`config.mk`:
```
export PLATFORM = sky130hd
export DESIGN_NAME = aesb_key_ram
export DESIGN_NICKNAME = d
export VERILOG_FILES = /design/src/rtl/aesb_pkg.sv /design/src/rtl/aesb_key_ram.sv
export SDC_FILE = /design/constraint.sdc
export NUM_CORES = 2
export LEC_CHECK = 0
export BUFFER_PORTS_ARGS = -buffer_cell sky130_fd_sc_hd__buf_2
export CAP_MARGIN = 20
export CORE_MARGIN = 4
export CORE_UTILIZATION = 51
export CTS_BUF_LIST = sky130_fd_sc_hd__clkbuf_8
export DETAILED_ROUTE_END_ITERATION = 6
export HOLD_SLACK_MARGIN = 0.03
export PLACE_DENSITY_LB_ADDON = 0.08
export SLEW_MARGIN = 20
export SYNTH_ARGS = -nofsm -noshare
export SYNTH_HDL_FRONTEND = slang
export SYNTH_SLANG_ARGS = --single-unit
```
`constraint.sdc`:
```
create_clock -name clk -period 19.5 [get_ports clk]
set_input_delay 0.975 -clock clk [delete_from_list [all_inputs] [get_ports clk]]
set_output_delay 0.975 -clock clk [all_outputs]
set_load 0.005 [all_outputs]
```
`src/rtl/aesb_pkg.sv`:
```
// AES block encryption: shared types, constants and round functions.
// Holds the S-box table, the key-store write request type and byte helpers.
// Used by aesb_key_ram, aesb_round and aes_block_encrypt.
`default_nettype none

package aesb_pkg;

	localparam int unsigned BLOCK_W = 128;
	localparam int unsigned HALF_W  = 64;
	localparam int unsigned SLOT_IN_W = 4;
	localparam int unsigned RC_W = 4;
	localparam logic [RC_W-1:0] RC_RESET = 4'd10;
	localparam logic [7:0] GF_POLY = 8'h1b;

	localparam logic REQ_KEY_LOAD = 1'b0;
	localparam logic REQ_ENCRYPT  = 1'b1;

	typedef logic [BLOCK_W-1:0] block_t;

	typedef struct packed {
		logic                 en;
		logic [SLOT_IN_W-1:0] slot;
		block_t               data;
	} key_wr_t;

	localparam logic [7:0] SBOX [256] = '{
		8'h63,8'h7c,8'h77,8'h7b,8'hf2,8'h6b,8'h6f,8'hc5,8'h30,8'h01,8'h67,8'h2b,8'hfe,8'hd7,8'hab,8'h76,
		8'hca,8'h82,8'hc9,8'h7d,8'hfa,8'h59,8'h47,8'hf0,8'had,8'hd4,8'ha2,8'haf,8'h9c,8'ha4,8'h72,8'hc0,
		8'hb7,8'hfd,8'h93,8'h26,8'h36,8'h3f,8'hf7,8'hcc,8'h34,8'ha5,8'he5,8'hf1,8'h71,8'hd8,8'h31,8'h15,
		8'h04,8'hc7,8'h23,8'hc3,8'h18,8'h96,8'h05,8'h9a,8'h07,8'h12,8'h80,8'he2,8'heb,8'h27,8'hb2,8'h75,
		8'h09,8'h83,8'h2c,8'h1a,8'h1b,8'h6e,8'h5a,8'ha0,8'h52,8'h3b,8'hd6,8'hb3,8'h29,8'he3,8'h2f,8'h84,
		8'h53,8'hd1,8'h00,8'hed,8'h20,8'hfc,8'hb1,8'h5b,8'h6a,8'hcb,8'hbe,8'h39,8'h4a,8'h4c,8'h58,8'hcf,
		8'hd0,8'hef,8'haa,8'hfb,8'h43,8'h4d,8'h33,8'h85,8'h45,8'hf9,8'h02,8'h7f,8'h50,8'h3c,8'h9f,8'ha8,
		8'h51,8'ha3,8'h40,8'h8f,8'h92,8'h9d,8'h38,8'hf5,8'hbc,8'hb6,8'hda,8'h21,8'h10,8'hff,8'hf3,8'hd2,
		8'hcd,8'h0c,8'h13,8'hec,8'h5f,8'h97,8'h44,8'h17,8'hc4,8'ha7,8'h7e,8'h3d,8'h64,8'h5d,8'h19,8'h73,
		8'h60,8'h81,8'h4f,8'hdc,8'h22,8'h2a,8'h90,8'h88,8'h46,8'hee,8'hb8,8'h14,8'hde,8'h5e,8'h0b,8'hdb,
		8'he0,8'h32,8'h3a,8'h0a,8'h49,8'h06,8'h24,8'h5c,8'hc2,8'hd3,8'hac,8'h62,8'h91,8'h95,8'he4,8'h79,
		8'he7,8'hc8,8'h37,8'h6d,8'h8d,8'hd5,8'h4e,8'ha9,8'h6c,8'h56,8'hf4,8'hea,8'h65,8'h7a,8'hae,8'h08,
		8'hba,8'h78,8'h25,8'h2e,8'h1c,8'ha6,8'hb4,8'hc6,8'he8,8'hdd,8'h74,8'h1f,8'h4b,8'hbd,8'h8b,8'h8a,
		8'h70,8'h3e,8'hb5,8'h66,8'h48,8'h03,8'hf6,8'h0e,8'h61,8'h35,8'h57,8'hb9,8'h86,8'hc1,8'h1d,8'h9e,
		8'he1,8'hf8,8'h98,8'h11,8'h69,8'hd9,8'h8e,8'h94,8'h9b,8'h1e,8'h87,8'he9,8'hce,8'h55,8'h28,8'hdf,
		8'h8c,8'ha1,8'h89,8'h0d,8'hbf,8'he6,8'h42,8'h68,8'h41,8'h99,8'h2d,8'h0f,8'hb0,8'h54,8'hbb,8'h16
	};

	function automatic logic [7:0] get_byte(input block_t b, input int unsigned i);
		get_byte = b[BLOCK_W-1-8*i -: 8];
	endfunction

	function automatic logic [7:0] gf_dbl(input logic [7:0] x);
		gf_dbl = {x[6:0], 1'b0} ^ (x[7] ? GF_POLY : 8'h00);
	endfunction

	// SubBytes then ShiftRows
	function automatic block_t sub_shift(input block_t s);
		block_t t;
		t = '0;
		for (int c = 0; c < 4; c++) begin
			for (int r = 0; r < 4; r++) begin
				t[BLOCK_W-1-8*(4*c+r) -: 8] = SBOX[get_byte(s, 4*((c+r)%4)+r)];
			end
		end
		sub_shift = t;
	endfunction

	function automatic block_t mix_columns(input block_t s);
		block_t t;
		logic [7:0] a0, a1, a2, a3, x;
		t = '0;
		for (int c = 0; c < 4; c++) begin
			a0 = get_byte(s, 4*c);
			a1 = get_byte(s, 4*c+1);
			a2 = get_byte(s, 4*c+2);
			a3 = get_byte(s, 4*c+3);
			x  = a0 ^ a1 ^ a2 ^ a3;
			t[BLOCK_W-1-8*(4*c)   -: 8] = gf_dbl(a0 ^ a1) ^ a0 ^ x;
			t[BLOCK_W-1-8*(4*c+1) -: 8] = gf_dbl(a1 ^ a2) ^ a1 ^ x;
			t[BLOCK_W-1-8*(4*c+2) -: 8] = gf_dbl(a2 ^ a3) ^ a2 ^ x;
			t[BLOCK_W-1-8*(4*c+3) -: 8] = gf_dbl(a3 ^ a0) ^ a3 ^ x;
		end
		mix_columns = t;
	endfunction

endpackage

`default_nettype wire

```
`src/rtl/aesb_key_ram.sv`:
```
// Round-key store: one synchronous memory, one write port, one read port.
// Read data is registered. Depends on aesb_pkg.
`default_nettype none

module aesb_key_ram #(
	parameter int unsigned KEY_SLOTS = 15,
	parameter int unsigned SLOT_W    = 4
) (
	input  wire logic             clk,
	input  wire aesb_pkg::key_wr_t key_wr,
	input  wire logic [SLOT_W-1:0] rd_addr,
	output aesb_pkg::block_t      rd_data
);
	import aesb_pkg::*;

	block_t mem [KEY_SLOTS];
	block_t rd_data_q;

	always_ff @(posedge clk) begin
		if (key_wr.en) begin
			mem[key_wr.slot[SLOT_W-1:0]] <= key_wr.data;
		end
		rd_data_q <= mem[rd_addr];
	end

	assign rd_data = rd_data_q;

endmodule

`default_nettype wire

```
After elaboration in Yosys (flattened, before gate mapping). Memories as Yosys holds them, arrays and structs flattened. A register that Yosys moved wholly into a read port is not among the register bits. Cells that the tools add are included.

Multiplexer cells: 2.

Operator list (number): 1-bit two-way mux (2).

Bits of input ports: 138. Memory bits (writable): 1920. Flip-flop bits (word level): 0. Memories: 1. Output and inout bits: 128. Word-level logic and storage cells: 3.

Memory list: mem (depth 15, width 128, rd ports 1, clocked after memory_dff 1, wr ports 1, RTL line aesb_key_ram.sv:16) `block_t mem [KEY_SLOTS];`.

Depth between registers and ports, before layout.
Depth after elaboration: 2. Mapped depth: 8. Mapped depth without buffers: 4.

Worst setup path before layout. No wires, ideal clock.

Path type: input to register. Start: in key_wr[130] (netlist bit). End: mem mem[0][0] (netlist bit), enable pin. Arrival: 10.128 ns. Setup slack: 8.598 ns. Required time: 18.726 ns. Setup time: 0.774 ns. Stages on the path: 2. Cell sequence: or3b_2 > nor3_1.

RTL lines: start: declaration (RTL line aesb_key_ram.sv:10) `input wire aesb_pkg::key_wr_t key_wr,`; end: declaration (RTL line aesb_key_ram.sv:16).

No word-level cell before the write port.

==> results summary <==
The flow ran to the end, and the final reports show no timing, DRC or antenna violations. The top achievable clock speed came out at 235.7 MHz. The total count of max-transition violations in the final report is 0. The first detailed-routing pass took 7 iterations.

The die is 393.2 µm tall. The final wirelength is 180900 µm. The clock insertion delay at the later pin of the skew report is 0.98 ns. For the worst flop-to-flop path, the logic depth is 3. Data on the critical path arrives at its endpoint at 5.06 ns. The global-route wire length before repair is 261500 µm. On the critical path, the stage with the largest delay is an instance of sky130_fd_sc_hd__buf_4. The DRC violation count after routing came out at 0.

The max-slew headroom at the worst pin is 27.92%. The nature of the critical path startpoint is an input pin. The die is 393.2 µm wide.

Net switching is 21.79% of the power. The clock network accounts for 39.2% of the total power. Global routing consumed, over all layers together, 23.58% of the routing resources. The depth of the CTS H-tree came out at 5. The per-cell via count in the routed design is 5.865.

The largest net degree at the start of global routing came out at 122. The hold-fix buffer count after cts is 0. The post-synthesis compound-gate area fraction came out at 4.154%. For this block, the via count after detailed routing is 37.32k.

The transition time of the tightest slew-check pin came out at 1.081 ns. The share of the Yosys chip area taken by registers is 79.59%. The initial core utilization came out at 51.24%. Counting the fill cells in the layout gives 10.99k.

The switching component of the power came out at 1.937 mW. The largest family of logic cells by synthesized area is multiplexers. The count of maximum capacitance violations came out at 0. Counting instances, the worst hold path has a depth of 1. The count of warnings emitted by yosys is 0. The count of cell types in the netlist is 31. The overall die area came out at 0.1546 mm². The post-route netlist has 23.81% of its cells at a drive strength greater than 1.

The simple-gate share of the synthesized area came out at 1.915%. The share of power burned in registers came out at 55.8%. In this run the mean area of a mapped cell was 20.55 µm². The leakage power total is 28.90 nW. In this run the power density over the cells is 104.1 mW/mm². The area of the core region is 0.1477 mm². Between clock sinks in the finished design, the worst skew comes to 0.04448 ns. The standard-cell row count came out at 141. Of the total synthesized cell area, the portion taken by XOR and XNOR cells is 0%. Leaving out fill and tap cells, the most frequent cell in the layout is sky130_fd_sc_hd__edfxtp_1. Summing all multi-input logic gate instances after layout gives 0.01436 mm². TritonCTS built the clock tree.

The type of the worst setup path is input pin to flop. Combinational logic burns 5.0% of the power. The placer's final routability congestion estimate came out at 0.7006.

The synthesized netlist occupies a cell area of 0.07566 mm². For the final routed database, the setup TNS stands at 0 ns. The signal on the critical path passes through buf_8, buf_12, buf_4, buf_4, mux4_2, a22oi_1, o21ai_1. The buffer type at the clock tree root is sky130_fd_sc_hd__clkbuf_8. The number of nets still failing antenna checks after routing came out at 0.

The critical path's largest stage delay came out at 0.89 ns. The maximum net fanout on the critical path is 121. The class of the worst hold path is input pin to flop. In this run, synthesis produced a sequential element count of 2048. The maximum clock path buffer count came out at 4. The final net count came out at 4293. The area growth from synthesis to layout is 12.89%. The worst setup path is captured at a flop.

The synthesized net count is 3820. The number of instances in the synthesized netlist came out at 3682. The final count of negative-setup-slack endpoints is 0. The number of antenna violations at the first check in global routing came out at 43. The number of violations reported at the end of detailed-routing iteration 0 came out at 3144. The global-route track usage on met1 came out at 34.00%. The internal portion of the total power is 6.951 mW. Counting stages on the worst path, the most repeated cell is sky130_fd_sc_hd__buf_4.

The tree built by TritonCTS fans out to 2048 sinks. The worst supply voltage drop on vdd is 0.05619 mV. The sum of net half-perimeters after detailed placement is 84980 µm. After detailed placement, the total cell area comes to 0.07906 mm².

The final worst-path cycle share is 21.76%. The worst-case hold slack came out at 0.3506 ns. The via count of the first global-routing pass is 38.51k. The post-CTS repair timing setup buffer count is 0.

The global-route layer with the greatest usage is met2. The shortest clock period the worst path allows after layout came out at 4.243 ns. The final cell area excluding filler cells came out at 0.08541 mm². The synthesized netlist devotes 0% of its cell area to adder and majority cells.

The post-cts repair resize count is 0. The area used by sequential logic in the layout came out at 0.06022 mm². The library cells used most frequently in the layout, excluding fill and tap cells, are 1920 x sky130_fd_sc_hd__edfxtp_1, 383 x sky130_fd_sc_hd__clkbuf_8, 360 x sky130_fd_sc_hd__mux2i_1, 268 x sky130_fd_sc_hd__mux4_2, 262 x sky130_fd_sc_hd__buf_2. The routing usage on met3 is 5.942%.

The average routed wire per standard cell came out at 28.42 µm. Clock-pin slew was measured on the worst setup and hold paths at 0.06 ns. Setup repair after global routing left no endpoint under its margin. The met2 track utilization from global routing is 36.64%.

TritonCTS created 342 clock buffers. The number of buffers added on ports came out at 265. The number of hold-slack violations in the final timing report is 0.

For this design the top-level I/O count stands at 266. The fraction of synthesized area in multiplexers came out at 12.74%. The final global-route overflow total is 0. For the worst setup path, the data required time is 20.32 ns.
==> kinds of logic after synthesis <==
logic type             Yosys count
AOI/OAI and AO/OA              500
buffers and inverters          210
DFF                           2048
muxes                          628
and+or+nand+nor                296
==> worst max-delay path: cells and delay by family <==
kind	cells	cell delay (ns)
buffers and inverters	4	2.84
muxes	1	0.59
AOI/OAI and AO/OA	2	0.32
==> per-stage QoR <==
step	cells	util [%]	total power, mW	worst slack (ns)
floorplan	3682	-	5.299	8.598
global placement	5740	53.52	5.496	14.22
detailed placement	5741	53.54	5.503	14.18
CTS	6345	57.81	8.995	15.30
global route	6349	57.82	9.258	15.05
finish	6363	57.84	8.888	15.26
==> state kept, by name (all words and copies together), names as in the netlist <==
signal	count
mem	1920
rd_data	128
==> cells in the mapped netlist (all sizes together) <==
library cell	number	share of area [%]
edfxtp	1920	76
mux2i	360	4.8
mux4	268	8.0
buf	138	1.2
nand2	130	0.64
a22oi	128	1.3
dfxtp	128	3.4
nand2b	122	1.0
a31oi	116	0.96
o21ai	116	0.77
o22ai	116	0.96
clkbuf	69	0.34
nor2	32	0.16
a21oi	12	0.079
o211ai	12	0.12
nor3	4	0.026
inv	2	0.0099
nand3b	2	0.020
or2	2	0.017
and2b	1	0.0099
clkinv	1	0.0050
nand3	1	0.0066
nor2b	1	0.0083
or3b	1	0.012
==> final timing paths <==
| kind | startpoint | end | slack [ns] |
|---|---|---|---|
| max | rd_addr[0] | rd_data[69] | 15.26 |
| min | key_wr[96] | mem[9][96] | 0.35 |
| max reg2reg | mem[7][104] | rd_data[104] | 18.02 |
| min reg2reg | mem[14][87] | rd_data[87] | 0.55 |
==> cell type report <==
type                       count  share of cell area (%)
sequential                  2048                   70.50
clock buffer                 383                   6.171
multi-input combinational   1424                   16.82
inverter                       3                 0.02197
tap                         1930                   2.827
clock inverter               221                   1.213
timing repair buffer         336                   2.397
antenna                       18                 0.05273
==> per-layer routing <==
layer / vias to the layer above / routed length [µm] / part of all wire, %
met5: - / 62 / 0.034
li1: 16105 / - / -
met1: 19619 / 78980 / 44
met4: 12 / 3064 / 1.7
met2: 1297 / 85410 / 47
met3: 284 / 13350 / 7.4
==> power by group through the flow <==
stage	Sequential, mW	Clock (mW)	Combinational, mW
final	4.96	3.48	0.442
after CTS	4.96	3.58	0.450
after detailed placement	5.05	0	0.449
after floorplan	5.05	0	0.251
after global placement	5.05	0	0.444
after global routing	4.97	3.81	0.481
Note: power is estimated with default switching activity, not from simulation.
